==> config.mk <==
export PLATFORM = sky130hd
export DESIGN_NAME = magnetometer_heading_calibrated_flat
export DESIGN_NICKNAME = d
export VERILOG_FILES = /design/src/rtl/mhc_pkg.sv /design/src/rtl/mhc_in_if.sv /design/src/rtl/mhc_out_if.sv /design/src/rtl/mhc_ctrl.sv /design/src/rtl/mhc_dp.sv /design/src/rtl/magnetometer_heading_calibrated.sv /design/src/flat_wrapper.sv
export SDC_FILE = /design/constraint.sdc
export NUM_CORES = 2
export LEC_CHECK = 0
export BUFFER_PORTS_ARGS = -buffer_cell sky130_fd_sc_hd__buf_2
export CORE_MARGIN = 10
export CORE_UTILIZATION = 50
export CTS_BUF_LIST = sky130_fd_sc_hd__clkbuf_8
export DETAILED_ROUTE_END_ITERATION = 8
export PLACE_DENSITY = 0.65
export SKIP_CTS_REPAIR_TIMING = 1
export SYNTH_ARGS = -nofsm -noshare
export SYNTH_HDL_FRONTEND = slang
export SYNTH_SLANG_ARGS = --single-unit
==> constraint.sdc <==
create_clock -name clk -period 14.2 [get_ports clk]
set_input_delay 1.42 -clock clk [delete_from_list [all_inputs] [get_ports clk]]
set_output_delay 1.42 -clock clk [all_outputs]
set_load 0.03 [all_outputs]
==> src/rtl/mhc_pkg.sv <==
package mhc_pkg;

  localparam int MHC_SAMPLE_WIDTH = 16;
  localparam int MHC_CORDIC_STEPS = 16;
  localparam int MHC_STEP_W       = $clog2(MHC_CORDIC_STEPS);
  localparam int MHC_CW           = 33;  // CORDIC x/y, operands below 2^30 plus gain
  localparam int MHC_ZW           = 24;  // angle, degrees Q16
  localparam int MHC_FRAC         = 16;
  localparam int MHC_ATAN_W       = 22;

  localparam logic [1:0] MHC_OP_CAL   = 2'd0;
  localparam logic [1:0] MHC_OP_HEAD  = 2'd1;
  localparam logic [1:0] MHC_OP_CLEAR = 2'd2;

  localparam logic [8:0] MHC_BASE_0   = 9'd0;
  localparam logic [8:0] MHC_BASE_90  = 9'd90;
  localparam logic [8:0] MHC_BASE_180 = 9'd180;
  localparam logic [8:0] MHC_BASE_270 = 9'd270;
  localparam logic [6:0] MHC_DEG_MAX  = 7'd89;
  localparam logic [8:0] MHC_HEADING_MAX = 9'd359;

  // atan(2^-i) in degrees, Q16
  localparam logic [MHC_ATAN_W-1:0] MHC_ATAN [MHC_CORDIC_STEPS] = '{
    22'd2949120, 22'd1740967, 22'd919879, 22'd466945,
    22'd234379,  22'd117304,  22'd58666,  22'd29335,
    22'd14668,   22'd7334,    22'd3667,   22'd1833,
    22'd917,     22'd458,     22'd229,    22'd115
  };

  typedef struct packed {
    logic                  load;
    logic                  prep;
    logic                  mul_x;
    logic                  mul_y;
    logic                  quad;
    logic                  norm;
    logic                  rot;
    logic [MHC_STEP_W-1:0] step;
    logic                  finish;
  } mhc_cmd_t;

  typedef struct packed {
    logic go;
    logic norm_done;
  } mhc_status_t;

endpackage

==> src/rtl/mhc_in_if.sv <==
interface mhc_in_if import mhc_pkg::*; #(
  parameter int W = MHC_SAMPLE_WIDTH
) ();
  logic                valid;
  logic                ready;
  logic [1:0]          op;
  logic signed [W-1:0] raw_x;
  logic signed [W-1:0] raw_y;

  modport source (output valid, op, raw_x, raw_y, input ready);
  modport sink   (input valid, op, raw_x, raw_y, output ready);
endinterface

==> src/rtl/mhc_out_if.sv <==
interface mhc_out_if ();
  logic       valid;
  logic       ready;
  logic [8:0] heading_deg;
  logic       heading_valid;
  logic       cal_ready;

  modport source (output valid, heading_deg, heading_valid, cal_ready, input ready);
  modport sink   (input valid, heading_deg, heading_valid, cal_ready, output ready);
endinterface

==> src/rtl/mhc_ctrl.sv <==
module mhc_ctrl import mhc_pkg::*; (
  input  logic        clk,
  input  logic        rst,
  input  logic        in_valid,
  output logic        in_ready,
  output logic        out_valid,
  input  logic        out_ready,
  output mhc_cmd_t    cmd,
  input  mhc_status_t status
);

  typedef enum logic [7:0] {
    S_IDLE = 8'b0000_0001,
    S_PREP = 8'b0000_0010,
    S_MULX = 8'b0000_0100,
    S_MULY = 8'b0000_1000,
    S_QUAD = 8'b0001_0000,
    S_NORM = 8'b0010_0000,
    S_ROT  = 8'b0100_0000,
    S_DONE = 8'b1000_0000
  } state_t;

  localparam logic [MHC_STEP_W-1:0] LastStep = MHC_STEP_W'(MHC_CORDIC_STEPS - 1);

  state_t                state, state_next;
  logic [MHC_STEP_W-1:0] step, step_next;
  logic                  out_valid_next;
  logic                  can_finish;

  assign in_ready   = (state == S_IDLE);
  assign can_finish = (state == S_DONE) && (!out_valid || out_ready);

  always_comb begin
    cmd        = '0;
    cmd.load   = in_valid && in_ready;
    cmd.prep   = (state == S_PREP);
    cmd.mul_x  = (state == S_MULX);
    cmd.mul_y  = (state == S_MULY);
    cmd.quad   = (state == S_QUAD);
    cmd.norm   = (state == S_NORM);
    cmd.rot    = (state == S_ROT);
    cmd.step   = step;
    cmd.finish = can_finish;
  end

  always_comb begin
    state_next = state;
    step_next  = step;
    unique case (state)
      S_IDLE: if (in_valid) state_next = S_PREP;
      S_PREP: state_next = S_MULX;
      S_MULX: state_next = S_MULY;
      S_MULY: state_next = S_QUAD;
      S_QUAD: state_next = status.go ? S_NORM : S_DONE;
      S_NORM: begin
        step_next = '0;
        if (status.norm_done) state_next = S_ROT;
      end
      S_ROT: begin
        step_next = step + 1'b1;
        if (step == LastStep) state_next = S_DONE;
      end
      S_DONE: if (can_finish) state_next = S_IDLE;
      default: state_next = S_IDLE;
    endcase
  end

  always_comb begin
    out_valid_next = out_valid;
    if (out_valid && out_ready) out_valid_next = 1'b0;
    if (can_finish) out_valid_next = 1'b1;
  end

  always_ff @(posedge clk) begin
    if (rst) begin
      state     <= S_IDLE;
      step      <= '0;
      out_valid <= 1'b0;
    end else begin
      state     <= state_next;
      step      <= step_next;
      out_valid <= out_valid_next;
    end
  end

endmodule

==> src/rtl/mhc_dp.sv <==
module mhc_dp import mhc_pkg::*; #(
  parameter int SAMPLE_WIDTH = MHC_SAMPLE_WIDTH
) (
  input  logic                          clk,
  input  logic                          rst,
  input  mhc_cmd_t                      cmd,
  output mhc_status_t                   status,
  input  logic [1:0]                    in_op,
  input  logic signed [SAMPLE_WIDTH-1:0] in_x,
  input  logic signed [SAMPLE_WIDTH-1:0] in_y,
  output logic [8:0]                    heading_deg,
  output logic                          heading_valid,
  output logic                          cal_ready
);

  localparam int W  = SAMPLE_WIDTH;
  localparam int DW = W + 2;
  localparam int RW = W + 1;
  localparam int PW = DW + RW;
  localparam int NW = (PW > 31) ? PW : 31;
  localparam int CW = MHC_CW;
  localparam int ZW = MHC_ZW;

  logic [1:0]           op_r;
  logic signed [W-1:0]  x_r, y_r;
  logic signed [W-1:0]  x_max, x_min, y_max, y_min;
  logic signed [DW-1:0] dx, dy;
  logic signed [RW-1:0] rx, ry;
  logic                 cal_r;
  logic signed [PW-1:0] prod_x, prod_y, mul_p;
  logic signed [DW-1:0] mul_a;
  logic signed [RW-1:0] mul_b;
  logic                 vld_r;
  logic [8:0]           base_r;
  logic [NW-1:0]        adj, opp, m;
  logic signed [CW-1:0] cx, cy;
  logic signed [ZW-1:0] cz;

  // trackers
  always_ff @(posedge clk) begin
    if (rst) begin
      x_max <= '0;
      x_min <= '0;
      y_max <= '0;
      y_min <= '0;
    end else if (cmd.load) begin
      case (in_op)
        MHC_OP_CAL: begin
          if (in_x > x_max) x_max <= in_x;
          if (in_x < x_min) x_min <= in_x;
          if (in_y > y_max) y_max <= in_y;
          if (in_y < y_min) y_min <= in_y;
        end
        MHC_OP_CLEAR: begin
          x_max <= '0;
          x_min <= '0;
          y_max <= '0;
          y_min <= '0;
        end
        default: ;
      endcase
    end
  end

  always_ff @(posedge clk) begin
    if (cmd.load) begin
      op_r <= in_op;
      x_r  <= in_x;
      y_r  <= in_y;
    end
  end

  // centering and ranges
  logic signed [RW-1:0] rx_c, ry_c;
  assign rx_c = RW'(x_max) - RW'(x_min);
  assign ry_c = RW'(y_max) - RW'(y_min);

  always_ff @(posedge clk) begin
    if (cmd.prep) begin
      dx    <= (DW'(x_r) <<< 1) - DW'(x_max) - DW'(x_min);
      dy    <= (DW'(y_r) <<< 1) - DW'(y_max) - DW'(y_min);
      rx    <= rx_c;
      ry    <= ry_c;
      cal_r <= (rx_c != '0) && (ry_c != '0);
    end
  end

  // one shared multiplier, x product then y product
  assign mul_a = cmd.mul_y ? dy : dx;
  assign mul_b = cmd.mul_y ? rx : ry;
  assign mul_p = PW'(mul_a) * PW'(mul_b);

  always_ff @(posedge clk) begin
    if (cmd.mul_x) prod_x <= mul_p;
    if (cmd.mul_y) prod_y <= mul_p;
  end

  // quadrant select
  logic [PW-1:0] ax, ay;
  logic          x_neg, y_neg, x_zero, y_zero, go;
  assign x_neg  = prod_x[PW-1];
  assign y_neg  = prod_y[PW-1];
  assign x_zero = (prod_x == '0);
  assign y_zero = (prod_y == '0);
  assign ax     = x_neg ? PW'(-prod_x) : PW'(prod_x);
  assign ay     = y_neg ? PW'(-prod_y) : PW'(prod_y);
  assign go     = (op_r == MHC_OP_HEAD) && cal_r && !(x_zero && y_zero);

  // normalizer: larger operand into [2^29, 2^30)
  logic big4, big1, small4, small1;
  assign m      = (adj > opp) ? adj : opp;
  assign big4   = |(m >> 34);
  assign big1   = |(m >> 30);
  assign small4 = ~|(m >> 25);
  assign small1 = ~|(m >> 29);

  assign status.go        = go;
  assign status.norm_done = !big1 && !small1;

  always_ff @(posedge clk) begin
    if (cmd.quad) begin
      vld_r <= go;
      if (!x_neg && !x_zero && !y_neg) begin
        base_r <= MHC_BASE_0;
        adj    <= NW'(ax);
        opp    <= NW'(ay);
      end else if ((x_neg || x_zero) && !y_neg && !y_zero) begin
        base_r <= MHC_BASE_90;
        adj    <= NW'(ay);
        opp    <= NW'(ax);
      end else if (x_neg && (y_neg || y_zero)) begin
        base_r <= MHC_BASE_180;
        adj    <= NW'(ax);
        opp    <= NW'(ay);
      end else begin
        base_r <= MHC_BASE_270;
        adj    <= NW'(ay);
        opp    <= NW'(ax);
      end
    end else if (cmd.norm) begin
      if (big4) begin
        adj <= adj >> 4;
        opp <= opp >> 4;
      end else if (big1) begin
        adj <= adj >> 1;
        opp <= opp >> 1;
      end else if (small4) begin
        adj <= adj << 4;
        opp <= opp << 4;
      end else if (small1) begin
        adj <= adj << 1;
        opp <= opp << 1;
      end
    end
  end

  // CORDIC vectoring, one micro-rotation per cycle
  logic signed [CW-1:0] sx, sy;
  logic signed [ZW-1:0] at;
  assign sx = cx >>> cmd.step;
  assign sy = cy >>> cmd.step;
  assign at = ZW'(MHC_ATAN[cmd.step]);

  always_ff @(posedge clk) begin
    if (cmd.norm && status.norm_done) begin
      cx <= CW'(adj[29:0]);
      cy <= CW'(opp[29:0]);
      cz <= '0;
    end else if (cmd.rot) begin
      if (cy > 0) begin
        cx <= cx + sy;
        cy <= cy - sx;
        cz <= cz + at;
      end else begin
        cx <= cx - sy;
        cy <= cy + sx;
        cz <= cz - at;
      end
    end
  end

  // result
  logic [ZW-MHC_FRAC-1:0] z_int;
  logic [6:0]             deg;
  assign z_int = cz[ZW-1:MHC_FRAC];
  always_comb begin
    if (cz[ZW-1])                               deg = '0;
    else if (z_int > (ZW-MHC_FRAC)'(MHC_DEG_MAX)) deg = MHC_DEG_MAX;
    else                                        deg = z_int[6:0];
  end

  always_ff @(posedge clk) begin
    if (cmd.finish) begin
      heading_deg   <= vld_r ? (base_r + 9'(deg)) : '0;
      heading_valid <= vld_r;
      cal_ready     <= cal_r;
    end
  end

endmodule

==> src/rtl/magnetometer_heading_calibrated.sv <==
// Hard-iron calibrated compass heading. Each input beat carries an op and a signed raw X/Y
// sample: op 0 widens the per-axis min/max trackers, op 2 clears them to zero, op 1 returns
// atan2 of the sample centered on each axis midpoint and scaled by the inverse axis range,
// in whole degrees 0..359 (rounded down). heading_valid is low for non-heading ops, a zero
// range on either axis or a zero centered vector; heading_deg is then 0. cal_ready reports
// both ranges nonzero after the beat's update. One beat is in flight at a time; ready is
// high only while idle. Calibration and clear beats pass through centering, both products and
// the quadrant pick, then skip to the output. A heading beat runs centering, the two products
// on one shared multiplier and the quadrant pick, the normalizing shifter, 16 CORDIC
// micro-rotations and a load of the output register, which holds the result until taken.
module magnetometer_heading_calibrated import mhc_pkg::*; #(
  parameter int SAMPLE_WIDTH = MHC_SAMPLE_WIDTH
) (
  input  logic             clk,
  input  logic             rst,
  mhc_in_if.sink           sample,
  mhc_out_if.source        heading
);

  mhc_cmd_t                       cmd;
  mhc_status_t                    status;
  logic                           in_ready;
  logic                           out_valid;
  logic signed [SAMPLE_WIDTH-1:0] in_x, in_y;

  assign in_x         = sample.raw_x;
  assign in_y         = sample.raw_y;
  assign sample.ready = in_ready;
  assign heading.valid = out_valid;

  mhc_ctrl u_ctrl (
    .clk       (clk),
    .rst       (rst),
    .in_valid  (sample.valid),
    .in_ready  (in_ready),
    .out_valid (out_valid),
    .out_ready (heading.ready),
    .cmd       (cmd),
    .status    (status)
  );

  mhc_dp #(
    .SAMPLE_WIDTH (SAMPLE_WIDTH)
  ) u_dp (
    .clk           (clk),
    .rst           (rst),
    .cmd           (cmd),
    .status        (status),
    .in_op         (sample.op),
    .in_x          (in_x),
    .in_y          (in_y),
    .heading_deg   (heading.heading_deg),
    .heading_valid (heading.heading_valid),
    .cal_ready     (heading.cal_ready)
  );

endmodule

==> src/flat_wrapper.sv <==
// flat-port wrapper written by rule: the top's interface ports become plain ports
module magnetometer_heading_calibrated_flat import mhc_pkg::*;
#(
  parameter int SAMPLE_WIDTH = MHC_SAMPLE_WIDTH
)
  (clk, rst, sample_valid, sample_op, sample_raw_x, sample_raw_y, sample_ready, heading_valid, heading_heading_deg, heading_heading_valid, heading_cal_ready, heading_ready);
  mhc_in_if sample_i ();
  mhc_out_if heading_i ();
  input  logic clk;
  input  logic rst;
  input wire logic [$bits(sample_i.valid)-1:0] sample_valid;
  input wire logic [$bits(sample_i.op)-1:0] sample_op;
  input wire logic [$bits(sample_i.raw_x)-1:0] sample_raw_x;
  input wire logic [$bits(sample_i.raw_y)-1:0] sample_raw_y;
  output wire logic [$bits(sample_i.ready)-1:0] sample_ready;
  output wire logic [$bits(heading_i.valid)-1:0] heading_valid;
  output wire logic [$bits(heading_i.heading_deg)-1:0] heading_heading_deg;
  output wire logic [$bits(heading_i.heading_valid)-1:0] heading_heading_valid;
  output wire logic [$bits(heading_i.cal_ready)-1:0] heading_cal_ready;
  input wire logic [$bits(heading_i.ready)-1:0] heading_ready;
  assign sample_i.valid = sample_valid;
  assign sample_i.op = sample_op;
  assign sample_i.raw_x = sample_raw_x;
  assign sample_i.raw_y = sample_raw_y;
  assign sample_ready = sample_i.ready;
  assign heading_valid = heading_i.valid;
  assign heading_heading_deg = heading_i.heading_deg;
  assign heading_heading_valid = heading_i.heading_valid;
  assign heading_cal_ready = heading_i.cal_ready;
  assign heading_i.ready = heading_ready;
  magnetometer_heading_calibrated #(.SAMPLE_WIDTH(SAMPLE_WIDTH)) u_core (.clk(clk), .rst(rst), .sample(sample_i), .heading(heading_i));
endmodule
==> results.json <==
{
  "pin_count": 51,
  "area_growth_pct": 6.07,
  "kind_of_cell_adding_the_most_delay_to_the_critical_path": "adder cells",
  "grt_pass1_wl_mm": 224,
  "synth_ff_type": "edfxtp_1",
  "track_usage_pct": 26.0,
  "first_global_vias": 39238,
  "critPathMostFrequentCell": "fa_1",
  "vdd_ir_drop_max_uv": 267,
  "detail_route.drc_violations": 0,
  "wl_met1_mm": 58.5,
  "num_rows": 113,
  "hold-path-cell-count": 2,
  "cts_root_buffer": "clkbuf_8",
  "fin_crit_share_pct": 62.7,
  "worst-setup-path-type": "register to register",
  "rsz0062_at_grt": "no",
  "seq_area_mm2": 0.0119,
  "vias_per_cell": 5.95,
  "avgSynthCellArea_um2": 9.04,
  "route.vias.total": 39524,
  "port_buffers": 50,
  "critical_path_depth": 32,
  "routed_wl_mm": 143,
  "number_of_synthesized_flops_with_an_enable_pin": 323,
  "grt-ovfl-total": 0,
  "nNetsFinal": 6080,
  "worstHoldEndpoint": "u_core.u_dp.cz[12]",
  "layout.cell_area.non_filler_mm2": 0.0511,
  "slew-limit-headroom_pct": 24.7,
  "measured_slew_at_the_worst_slew_check_pin_ns": 1.13,
  "detailroute.wirelength.met3_mm": 9.09,
  "timing.final.ws_setup_ns": 5.30,
  "report.final.slew_viol_count": 0,
  "hold_violations": 0,
  "critical-path-slowest-cell": "buf_4",
  "die_h_um": 331,
  "detail_route.iter0.violations": 3643,
  "timing.fmax_ghz": 0.112,
  "min_path_type": "register to register",
  "worstPathBufferInverterCount": 8,
  "place_congestion": 0.927,
  "fin_tns_setup_ns": 0,
  "maxUsedRoutingLayer": "met4",
  "core_region_mm2": 0.0953,
  "syn-cell-area_mm2": 0.0482,
  "ys_seq_area_share_pct": 24.6,
  "critical-path-max-stage-delay_ns": 0.60,
  "timing.final.setup_violations": 0,
  "maximum_number_of_pins_on_one_net_before_global_route_repair": 92,
  "start_kind": "register",
  "cell_internal_pwr_w": 0.00393,
  "synth_seq_cells": 430,
  "power_leakage_nw": 21.1,
  "synth_fp_nets": 6108,
  "synthDistinctLibCells": 96,
  "ant_nets": 0,
  "multi_input_area_mm2": 0.0332,
  "power.sequential.fraction_pct": 25.8,
  "postSynth.asyncResetShare_pct": 0,
  "syn-instance-count": 5337,
  "p_total_w": 0.00690,
  "endpoint_kind": "register",
  "layout-drive-gt1-share_pct": 7.80,
  "clk_pin_slew_worst_paths_ns": 0.06,
  "start_util_pct": 50.6,
  "drv.max_cap_violation_count": 0,
  "power_frac_clock_pct": 18.1,
  "detailedPlacementHpwl_mm": 109,
  "cts.sink_count": 430,
  "reg2regPathDepth": 32,
  "power_density_mw_per_mm2": 135,
  "power.switching_fraction_pct": 43.1,
  "critical_hold_path_startpoint": "u_core.u_dp.cz[12]",
  "clock_tree.htree_level_count": 3,
  "design.die.area_mm2": 0.109,
  "met2_wirelength_mm": 67.2,
  "drt_pre_antenna_iters": 6,
  "reg2reg_slack_ns": 5.30,
  "cts_made_buffers": 83,
  "switching_power_w": 0.00297,
  "r2r-end": "u_core.u_dp.prod_x[34]",
  "postLayoutCoreUtil_pct": 53.7,
  "critical_path_peak_fanout": 64,
  "clkLatencyLatePin_ns": 0.76,
  "antenna_violations_before_repair": 5,
  "yosysWarningCount": 0,
  "cts_max_path_buffers": 3,
  "die_x_um": 331,
  "crit_arrival_ns": 9.43,
  "average_routed_wire_per_standard_cell_um": 21.5,
  "placement.cell_area_mm2": 0.0495,
  "r2r-start": "u_core.u_ctrl.state[0]",
  "post-route-min-period_ns": 8.90,
  "comb_pwr_share_pct": 56.0,
  "tritoncts": "done",
  "layout.filler_cells": 8926,
  "place_ws_ns": 5.40,
  "finalClockSkew_ns": 0.0640,
  "run_status": "finished clean",
  "worst_ep_required_time_ns": 14.73
}
flip-flops by register name, indices dropped and copies added, names as in the netlist, 18 cells and up:
register	flops
u_core.u_dp.adj	35
u_core.u_dp.opp	35
u_core.u_dp.prod_x	35
u_core.u_dp.prod_y	35
u_core.u_dp.cx	33
u_core.u_dp.cy	33
u_core.u_dp.cz	24
u_core.u_dp.dx	18
u_core.u_dp.dy	18
logic make-up (layout without fill, tap and decap cells):
family                   count (synthesis)  in the layout  share of synthesized area [%]
other                                    0              4                              0
buffers and inverters                  797            835                           6.75
flip-flops                             430            430                           24.6
AND/OR/NAND/NOR                       1594           1594                           15.1
adder cells (fa/ha/maj)                733            733                           24.5
AO/OA/AOI/OAI                         1177           1177                           15.5
XOR/XNOR                               318            318                           5.78
multiplexers                           288            288                           7.86
final cells by class:
class / count / area share, %
antenna: 4 / 0.0196
clock buffer: 91 / 2.45
clock inverter: 60 / 0.717
tap: 1265 / 3.09
multi-input combinational: 4110 / 64.9
inverter: 564 / 4.14
timing repair buffer: 120 / 1.52
sequential: 430 / 23.2
cells in the final DEF (no fill, tap or decap), types with 25 or more instances in the layout:
| cell type | n |
|---|---|
| nor2_1 | 549 |
| nand4_1 | 49 |
| mux2_2 | 49 |
| xor2_1 | 125 |
| buf_4 | 70 |
| xnor2_1 | 193 |
| a31oi_1 | 50 |
| mux4_2 | 55 |
| fa_1 | 349 |
| and3_1 | 25 |
| edfxtp_1 | 323 |
| dfxtp_1 | 103 |
| nor3_1 | 69 |
| nand2_1 | 501 |
| o22ai_1 | 35 |
| o21a_1 | 37 |
| a21o_1 | 78 |
| nand3_1 | 88 |
| inv_1 | 577 |
| or2_2 | 28 |
| o211ai_1 | 30 |
| nand2b_1 | 70 |
| clkbuf_8 | 91 |
| a221oi_1 | 47 |
| o31ai_1 | 33 |
| o21ai_0 | 232 |
| a21oi_1 | 386 |
| ha_1 | 384 |
| nor2b_1 | 48 |
| mux2i_1 | 169 |
| a211oi_1 | 76 |
| and2_1 | 41 |
| buf_2 | 50 |
| or3_1 | 32 |
worst max path at each step:
stage	from	to	slack (ns)
3_5_place_dp	u_core.u_ctrl.state[0]	u_core.u_dp.prod_x[34]	5.40
3_3_place_gp	u_core.u_ctrl.state[0]	u_core.u_dp.prod_x[34]	5.46
6_report	u_core.u_ctrl.state[0]	u_core.u_dp.prod_x[34]	5.30
2_1_floorplan	u_core.u_ctrl.state[0]	u_core.u_dp.prod_x[34]	5.77
4_1_cts	u_core.u_ctrl.state[0]	u_core.u_dp.prod_x[34]	5.29
5_1_grt	u_core.u_ctrl.state[0]	u_core.u_dp.prod_x[34]	4.64
worst register-to-register path: cells and delay by family, from the launching register on:
kind                     cells  cell delay (ns)
adder cells (fa/ha/maj)      7             3.51
AO/OA/AOI/OAI                8             1.80
AND/OR/NAND/NOR              8             1.43
buffers and inverters        8             1.38
flip-flops                   1             0.36
XOR/XNOR                     1             0.21
routing by layer:
layer  track usage, %  vias to the layer above
met4             13.1                        0
li1                 -                    18605
met5                0                        -
met3             3.71                      362
met2             42.9                     1464
met1             33.2                    19093
power groups by stage:
stage | sequential (W) | combinational, W | clock (W)
4_1_cts | 0.00178 | 0.00389 | 0.00128
5_1_grt | 0.00179 | 0.00440 | 0.00134
2_1_floorplan | 0.00180 | 0.00285 | 0
3_5_place_dp | 0.00181 | 0.00387 | 0
3_3_place_gp | 0.00181 | 0.00379 | 0
6_report | 0.00178 | 0.00387 | 0.00125
cells in the mapped netlist (28+ instances only):
master	number	area share [%]
mux2_2	49	1.1
nand4_1	49	0.64
o22ai_1	35	0.45
or2_2	28	0.36
a211oi_1	76	1.2
nand2_1	503	3.9
o31ai_1	33	0.51
a21oi_1	386	4.0
a221oi_1	47	0.85
clkbuf_1	144	1.1
fa_1	349	14
xor2_1	125	2.3
a21o_1	78	1.2
ha_1	384	10
mux4_2	55	2.6
or3_1	32	0.42
and2_1	42	0.54
nand3_1	88	0.91
nand2b_1	70	0.91
buf_2	41	0.43
edfxtp_1	323	20
xnor2_1	193	3.5
nor2_1	552	4.3
o21ai_0	232	2.4
inv_1	557	4.3
nor3_1	70	0.73
a31oi_1	50	0.65
o211ai_1	30	0.47
mux2i_1	173	3.6
nor2b_1	48	0.62
o21a_1	37	0.58
dfxtp_1	107	4.4
metrics by stage:
step                cells  hold slack, ns
finish               6644           0.458
global route         6642           0.479
CTS                  6640           0.460
floorplan            5337           0.427
detailed placement   6489           0.452
global placement     6489           0.446
(Power assumes the default switching activity.)
